### config.mk
export PLATFORM = sky130hd
export DESIGN_NAME = wwvb_time_code_pulse_generator_core
export DESIGN_NICKNAME = d
export VERILOG_FILES = /design/src/wwvb_tc_pkg.sv /design/src/wwvb_time_code_pulse_generator_core.sv
export SDC_FILE = /design/constraint.sdc
export NUM_CORES = 1
export LEC_CHECK = 0
export ABC_AREA = 1
export BUFFER_PORTS_ARGS = -buffer_cell sky130_fd_sc_hd__buf_2
export CAP_MARGIN = 20
export CELL_PAD_IN_SITES_DETAIL_PLACEMENT = 2
export CELL_PAD_IN_SITES_GLOBAL_PLACEMENT = 2
export CORE_ASPECT_RATIO = 2
export CORE_MARGIN = 2
export CORE_UTILIZATION = 41
export CTS_BUF_LIST = sky130_fd_sc_hd__clkbuf_2
export DETAILED_ROUTE_END_ITERATION = 10
export HOLD_SLACK_MARGIN = 0.02
export PLACE_DENSITY = 0.89
export SYNTH_ARGS = -nofsm -noshare
export SYNTH_HDL_FRONTEND = slang
export SYNTH_SLANG_ARGS = --single-unit
### constraint.sdc
create_clock -name clk_i -period 5.8 [get_ports clk_i]
set_clock_uncertainty 0.15 [all_clocks]
set_input_delay 0.87 -clock clk_i [delete_from_list [all_inputs] [get_ports clk_i]]
set_output_delay 0.87 -clock clk_i [all_outputs]
set_load 0.005 [all_outputs]
### src/wwvb_tc_pkg.sv
// Shared widths, codes and arithmetic helpers for the WWVB time-code generator.
package wwvb_tc_pkg;

  localparam int unsigned InW  = 56;
  localparam int unsigned OutW = 8;

  // frame symbol codes
  localparam logic [1:0] SYM_ZERO = 2'd0;
  localparam logic [1:0] SYM_ONE  = 2'd1;
  localparam logic [1:0] SYM_MARK = 2'd2;

  // length of the low carrier pulse per symbol, in ms
  localparam logic [9:0] LOW_MS_ZERO = 10'd200;
  localparam logic [9:0] LOW_MS_ONE  = 10'd500;
  localparam logic [9:0] LOW_MS_MARK = 10'd800;

  // x / 10 for any 16-bit x: multiply by 0xCCCD, keep bits above 2^19
  function automatic logic [12:0] div10(input logic [15:0] x);
    logic [31:0] p;
    p = 32'(x) * 32'h0000_CCCD;
    return p[31:19];
  endfunction

  // x % 10 given q = x / 10; only the low digit bits survive
  function automatic logic [3:0] rem10(input logic [15:0] x, input logic [12:0] q);
    logic [15:0] t;
    t = x - ({q, 3'b000} + {2'b00, q, 1'b0});
    return t[3:0];
  endfunction

endpackage

### src/wwvb_time_code_pulse_generator_core.sv
// WWVB time-code generator: time sample in, frame symbol and carrier level out.
//
// One time sample per transfer, one result per sample, in order. A sample can enter
// every clock unless all stages are full and the output stalls; a result leaves when
// the output side is ready. The four register stages are: quotients by ten, remainders
// and second-level quotients, symbol selection, and the carrier compare in the output
// register. Empty stages fill during a stall, so up to four samples are in flight.
// Input tdata, low bit first: hour[4:0], minute[10:5], second[16:11],
// millisecond[26:17], day_of_year[35:27], full_year[49:36], dst_today[50],
// dst_tomorrow[51], zero pad [55:52]. Output tdata: carrier_high[0], symbol[2:1],
// zero pad [7:3].
module wwvb_time_code_pulse_generator_core (
  input  logic                         clk_i,
  input  logic                         rst_ni,
  input  logic                         s_axis_tvalid_i,
  output logic                         s_axis_tready_o,
  // hour, minute, second, millisecond, day_of_year, full_year, dst_today, dst_tomorrow
  input  logic [wwvb_tc_pkg::InW-1:0]  s_axis_tdata_i,
  output logic                         m_axis_tvalid_o,
  input  logic                         m_axis_tready_i,
  // carrier_high, symbol
  output logic [wwvb_tc_pkg::OutW-1:0] m_axis_tdata_o
);
  import wwvb_tc_pkg::*;

  // ---- stage ready chain (bubbles collapse) ----
  logic v1_q, v2_q, v3_q, v4_q;
  logic rdy1, rdy2, rdy3, rdy4;

  assign rdy4 = !v4_q || m_axis_tready_i;
  assign rdy3 = !v3_q || rdy4;
  assign rdy2 = !v2_q || rdy3;
  assign rdy1 = !v1_q || rdy2;
  assign s_axis_tready_o = rdy1;

  // ---- input unpack ----
  logic [4:0]  in_hr;
  logic [5:0]  in_mn, in_sec;
  logic [9:0]  in_ms;
  logic [8:0]  in_yd;
  logic [13:0] in_yr;
  logic        in_dst0, in_dst1;

  assign in_hr   = s_axis_tdata_i[4:0];
  assign in_mn   = s_axis_tdata_i[10:5];
  assign in_sec  = s_axis_tdata_i[16:11];
  assign in_ms   = s_axis_tdata_i[26:17];
  assign in_yd   = s_axis_tdata_i[35:27];
  assign in_yr   = s_axis_tdata_i[49:36];
  assign in_dst0 = s_axis_tdata_i[50];
  assign in_dst1 = s_axis_tdata_i[51];

  // ---- stage 1: first quotients ----
  logic [12:0] q_mn, q_hr, q_dn, q_yr;
  logic [9:0]  dn;

  assign dn   = 10'(in_yd) + 10'd1;
  assign q_mn = div10(16'(in_mn));
  assign q_hr = div10(16'(in_hr));
  assign q_dn = div10(16'(dn));
  assign q_yr = div10(16'(in_yr));

  logic [5:0]  s1_mn_q, s1_sec_q;
  logic [2:0]  s1_mq_q;
  logic [4:0]  s1_hr_q;
  logic [1:0]  s1_hq_q;
  logic [9:0]  s1_dn_q, s1_ms_q;
  logic [5:0]  s1_dq_q;
  logic [13:0] s1_yr_q;
  logic [10:0] s1_yq_q;
  logic        s1_dst0_q, s1_dst1_q;

  always_ff @(posedge clk_i) begin
    if (rdy1) begin
      s1_mn_q   <= in_mn;
      s1_mq_q   <= q_mn[2:0];
      s1_hr_q   <= in_hr;
      s1_hq_q   <= q_hr[1:0];
      s1_dn_q   <= dn;
      s1_dq_q   <= q_dn[5:0];
      s1_yr_q   <= in_yr;
      s1_yq_q   <= q_yr[10:0];
      s1_sec_q  <= in_sec;
      s1_ms_q   <= in_ms;
      s1_dst0_q <= in_dst0;
      s1_dst1_q <= in_dst1;
    end
  end

  // ---- stage 2: unit digits and hundreds quotients ----
  logic [3:0]  r_mn, r_hr, r_dn, r_yr;
  logic [12:0] q_dq, q_yq;

  assign r_mn = rem10(16'(s1_mn_q), 13'(s1_mq_q));
  assign r_hr = rem10(16'(s1_hr_q), 13'(s1_hq_q));
  assign r_dn = rem10(16'(s1_dn_q), 13'(s1_dq_q));
  assign r_yr = rem10(16'(s1_yr_q), 13'(s1_yq_q));
  assign q_dq = div10(16'(s1_dq_q));
  assign q_yq = div10(16'(s1_yq_q));

  logic [2:0]  s2_mt_q;
  logic [3:0]  s2_mu_q, s2_hu_q, s2_du_q, s2_yu_q;
  logic [1:0]  s2_ht_q, s2_yr_lo_q;
  logic [5:0]  s2_dq1_q, s2_sec_q;
  logic [2:0]  s2_dq2_q;
  logic [10:0] s2_yq1_q;
  logic [7:0]  s2_yq2_q;
  logic [9:0]  s2_ms_q;
  logic        s2_dst0_q, s2_dst1_q;

  always_ff @(posedge clk_i) begin
    if (rdy2) begin
      s2_mt_q    <= s1_mq_q;
      s2_mu_q    <= r_mn;
      s2_ht_q    <= s1_hq_q;
      s2_hu_q    <= r_hr;
      s2_dq1_q   <= s1_dq_q;
      s2_dq2_q   <= q_dq[2:0];
      s2_du_q    <= r_dn;
      s2_yq1_q   <= s1_yq_q;
      s2_yq2_q   <= q_yq[7:0];
      s2_yu_q    <= r_yr;
      s2_yr_lo_q <= s1_yr_q[1:0];
      s2_sec_q   <= s1_sec_q;
      s2_ms_q    <= s1_ms_q;
      s2_dst0_q  <= s1_dst0_q;
      s2_dst1_q  <= s1_dst1_q;
    end
  end

  // ---- stage 3: tens digits, leap rule, symbol select ----
  logic [3:0] dt, yt;
  logic       leap;
  logic [1:0] sym;

  assign dt = rem10(16'(s2_dq1_q), 13'(s2_dq2_q));
  assign yt = rem10(16'(s2_yq1_q), 13'(s2_yq2_q));
  // divisible by 4, and not a century unless the century count is divisible by 4
  assign leap = (s2_yr_lo_q == 2'b00) &&
                (!((s2_yu_q == 4'd0) && (yt == 4'd0)) || (s2_yq2_q[1:0] == 2'b00));

  always_comb begin
    sym = SYM_ZERO;
    case (s2_sec_q)
      6'd0, 6'd9, 6'd19, 6'd29, 6'd39, 6'd49, 6'd59: sym = SYM_MARK;
      6'd1:  sym = {1'b0, s2_mt_q[2]};
      6'd2:  sym = {1'b0, s2_mt_q[1]};
      6'd3:  sym = {1'b0, s2_mt_q[0]};
      6'd5:  sym = {1'b0, s2_mu_q[3]};
      6'd6:  sym = {1'b0, s2_mu_q[2]};
      6'd7:  sym = {1'b0, s2_mu_q[1]};
      6'd8:  sym = {1'b0, s2_mu_q[0]};
      6'd12: sym = {1'b0, s2_ht_q[1]};
      6'd13: sym = {1'b0, s2_ht_q[0]};
      6'd15: sym = {1'b0, s2_hu_q[3]};
      6'd16: sym = {1'b0, s2_hu_q[2]};
      6'd17: sym = {1'b0, s2_hu_q[1]};
      6'd18: sym = {1'b0, s2_hu_q[0]};
      6'd22: sym = {1'b0, s2_dq2_q[1]};
      6'd23: sym = {1'b0, s2_dq2_q[0]};
      6'd25: sym = {1'b0, dt[3]};
      6'd26: sym = {1'b0, dt[2]};
      6'd27: sym = {1'b0, dt[1]};
      6'd28: sym = {1'b0, dt[0]};
      6'd30: sym = {1'b0, s2_du_q[3]};
      6'd31: sym = {1'b0, s2_du_q[2]};
      6'd32: sym = {1'b0, s2_du_q[1]};
      6'd33: sym = {1'b0, s2_du_q[0]};
      6'd36, 6'd38: sym = SYM_ONE;   // UT1 sign fixed at plus
      6'd45: sym = {1'b0, yt[3]};
      6'd46: sym = {1'b0, yt[2]};
      6'd47: sym = {1'b0, yt[1]};
      6'd48: sym = {1'b0, yt[0]};
      6'd50: sym = {1'b0, s2_yu_q[3]};
      6'd51: sym = {1'b0, s2_yu_q[2]};
      6'd52: sym = {1'b0, s2_yu_q[1]};
      6'd53: sym = {1'b0, s2_yu_q[0]};
      6'd55: sym = {1'b0, leap};
      6'd57: sym = {1'b0, s2_dst1_q};
      6'd58: sym = {1'b0, s2_dst0_q};
      6'd60, 6'd61, 6'd62, 6'd63: sym = SYM_MARK;  // leap second and beyond
      default: sym = SYM_ZERO;
    endcase
  end

  logic [1:0] s3_sym_q;
  logic [9:0] s3_ms_q;

  always_ff @(posedge clk_i) begin
    if (rdy3) begin
      s3_sym_q <= sym;
      s3_ms_q  <= s2_ms_q;
    end
  end

  // ---- stage 4: carrier compare into the output register ----
  logic [9:0] low_ms;
  logic       carrier;

  always_comb begin
    case (s3_sym_q)
      SYM_ZERO: low_ms = LOW_MS_ZERO;
      SYM_ONE:  low_ms = LOW_MS_ONE;
      default:  low_ms = LOW_MS_MARK;
    endcase
  end

  assign carrier = (s3_ms_q >= low_ms);

  logic [OutW-1:0] out_data_q;

  always_ff @(posedge clk_i) begin
    if (rdy4) begin
      out_data_q <= {{(OutW-3){1'b0}}, s3_sym_q, carrier};
    end
  end

  // ---- valid bits ----
  always_ff @(posedge clk_i or negedge rst_ni) begin
    if (!rst_ni) begin
      v1_q <= 1'b0;
      v2_q <= 1'b0;
      v3_q <= 1'b0;
      v4_q <= 1'b0;
    end else begin
      if (rdy1) v1_q <= s_axis_tvalid_i;
      if (rdy2) v2_q <= v1_q;
      if (rdy3) v3_q <= v2_q;
      if (rdy4) v4_q <= v3_q;
    end
  end

  assign m_axis_tvalid_o = v4_q;
  assign m_axis_tdata_o  = out_data_q;

endmodule

==> impl_metrics.csv <==
group,metric,value,unit
run_status,outcome,"completed",
final_layout,syn2layout_area_growth,10.6,%
critical_path,crit_type,"input pin to register",
final_layout,drive_gt1_frac,0.0821,
timing,drv_slew,0,
synthesis,synth_most_common_cell,"inv_1",
route,wirelength,61.7,mm
route,post_drt_via_cell_ratio,5.39,
timing,fin_hold_ws,106,ps
clocking,cts_setup_buffers,0,
critical_path,required,6280,ps
floorplan,fp.dieH,290,um
grt,grt_start_max_net_pins,57,
final_layout,multi_input_area,11200,um^2
critical_path,reg2reg_from,"s1_yq_q[3]$_DFFE_PP_",
synthesis,synth_ff_type,"edfxtp_1",
final_layout,fill_cells,4513,
synthesis,synthArstFlopShare,0.0308,
clocking,cts_tree,"done",
critical_path,path_common_cell,"inv_1",
timing,setup_viol,0,
clocking,clk-insertion-delay-late,850,ps
synthesis,yosysUniqueCellTypes,40,
critical_path,cp_slowest_cell,"fa_1",
floorplan,die_x,147,um
timing,post-route-period-util,0.971,
min_path,min_delay_path_depth,1,
clocking,clockRootBuffer,"clkbuf_2",
clocking,cts-buffers-inserted,17,
final_layout,regArea,3880,um^2
floorplan,fp.dieArea,42700,um^2
final_layout,finalNetCount,2638,
synthesis,postSynthAreaPerCell,8.57,um^2
floorplan,start_util,0.416,
synthesis,ys_warn_count,0,
timing,finalSetupTns,0,ps
route,antenna_left,0,
final_layout,final_core_util,0.460,
grt,grt_pass1_wl,95.5,mm
route,wl_per_cell,23.3,um
synthesis,synth_top_cell_by_area,"ha_1",
job,maxCapViolations,0,
timing,worstMarginPinSlew,896,ps
critical_path,crit_path_start,"s_axis_tdata_i[28]",
critical_path,reg2reg_depth,16,
place,place.gp.congestion,0.907,
synthesis,synth_compound_gate_area_share,0.0565,
clocking,htreeDepth,4,
place,port_buffers,60,
synthesis,synthTopCellsByArea,"ha_1, edfxtp_1, fa_1",
clocking,cts.sinks,130,
route,drtPass1Iterations,8,
timing,hold_viol_final,0,
route,drtIter0Drc,453,
grt,grt-ovfl-total,0,
grt,grt_usage,0.293,
synthesis,muxShareOfSynthArea,0,
synthesis,synthCells,1959,
floorplan,core-area,40300,um^2
synthesis,syn_area,16800,um^2
timing,fmax,0.178,GHz
grt,antenna_found_initial,4,
synthesis,synthXorXnorAreaFrac,0.0229,
synthesis,synthTopCellsByCount,"inv_1, nand2_1, ha_1",
critical_path,slowest_delay,610,ps
critical_path,endpoint_kind,"register",
place,dpl.hpwl,53.2,mm
critical_path,r2r_setup_slack,1000,ps
grt,grt_pass1_vias,17700,
synthesis,synth_top_area_frac,0.251,
clocking,path_clk_slew,280,ps
clocking,clockBufferDepth,2,
synthesis,synth_top_family_by_area,"adder cells",
timing,rsz0062_at_grt,"no",
route,drc,0,
min_path,hold_class,"input pin to register",
synthesis,ys_seq_elements,130,
synthesis,seq_area_frac_synth,0.231,
timing,slew_headroom,0.403,
route,vias,14300,
synthesis,synth-simple-area-share,0.176,
synthesis,synth-edff-count,126,
critical_path,cp.arrival,6110,ps
synthesis,synth_fa_ha_area_frac,0.411,
floorplan,ioPinCount,70,
critical_path,worst-path-max-fanout,3,
critical_path,cp-start-kind,"input pin",
min_path,holdCritStartpoint,"s_axis_tdata_i[3]",
floorplan,rows,104,
timing,post-route-min-period,5630,ps
[per-stage QoR]
step / worst slack, ps / area, um^2 / std cells
floorplan: 154 / 16800 / 1963
global placement: -304 / 18100 / 2598
detailed placement: -695 / 18100 / 2598
CTS: 298 / 18600 / 2649
global route: 5.69 / 18600 / 2652
finish: 170 / 18600 / 2654
[layout make-up]
type | instances | share of cell area
multi-input cells | 1380 | 0.604
flip-flops and latches | 130 | 0.209
inverters | 446 | 0.0901
repair buffers | 132 | 0.0480
well taps | 530 | 0.0357
clock inverters | 15 | 0.00842
clock buffers | 17 | 0.00458
diodes | 4 | 0.000539
[cells in the final DEF, fill, tap and decap left out, types with 5 or more instances in the layout]
master,count
fa_1,134
o21ai_0,40
clkbuf_2,17
o21a_1,7
buf_2,60
xor2_1,21
nor3_1,18
nand4_1,38
inv_1,441
inv_6,5
dlygate4sd3_1,20
xnor2_1,21
nand2_1,370
ha_1,337
conb_1,5
edfxtp_1,126
and2_1,9
nand3_1,93
a21oi_1,89
or2_2,6
a21o_1,11
nand2_2,7
inv_8,5
nor2_1,134
o21bai_1,13
inv_2,5
buf_4,52
[registers in the layout (all words and copies together) (netlist names), 3 cells and up]
| signal | cells |
|---|---|
| s1_mn_q | 4 |
| s3_ms_q | 10 |
| s2_ms_q | 10 |
| s1_yr_q | 4 |
| s2_yq1_q | 4 |
| s2_hu_q | 4 |
| s2_du_q | 4 |
| s2_yu_q | 4 |
| m_axis_tdata_o | 3 |
| s2_yq2_q | 3 |
| s2_dq1_q | 4 |
| s2_dq2_q | 3 |
| s1_ms_q | 10 |
| s2_mt_q | 3 |
| s1_hr_q | 4 |
| s2_mu_q | 4 |
| s2_sec_q | 6 |
| s1_yq_q | 11 |
| s1_dn_q | 4 |
| s1_dq_q | 6 |
| s1_mq_q | 3 |
| s1_sec_q | 6 |
[repair_timing]
item | 4_1_cts | 5_1_grt
hold buffers | 19 | 1
gates resized for setup | 0 | 0
hold endpoints to repair | 22 | 1
endpoints found under the setup margin | 0 | 0
[worst paths after layout]
path	end
min in group asynchronous	v2_q$_DFFE_PN0P_
worst min register to register	s3_ms_q[9]$_DFFE_PP_
worst max register to register	s2_yq2_q[2]$_DFFE_PP_
worst max-delay path	s1_dq_q[3]$_DFFE_PP_
max in group asynchronous	v3_q$_DFFE_PN0P_
worst min-delay path	s1_hr_q[3]$_DFFE_PP_
[routing by layer]
layer	wire length [um]	vias up	global-route usage
met4	4310	0	0.185
met1	19600	7144	0.252
met2	36500	349	0.610
met5	0	-	0
met3	1340	215	0.0338
li1	-	6610	-
[kinds of logic after synthesis]
kind of cell               after synthesis
AOI/OAI and AO/OA                      170
xor gates and xnor gates                43
adders and majority gates              471
buffers and inverters                  453
DFF                                    130
other                                    1
and+or+nand+nor                        691
[critical path: cells and delay by family]
kind	cells	cell delay (ps)
fa+ha+maj	7	3090
simple gates	12	1110
xor+xnor	1	170
compound gates	1	210
buf+inv	7	650
Power is not shown: default switching activity piles up to over one toggle a cycle in this logic, so the estimate is an artifact.
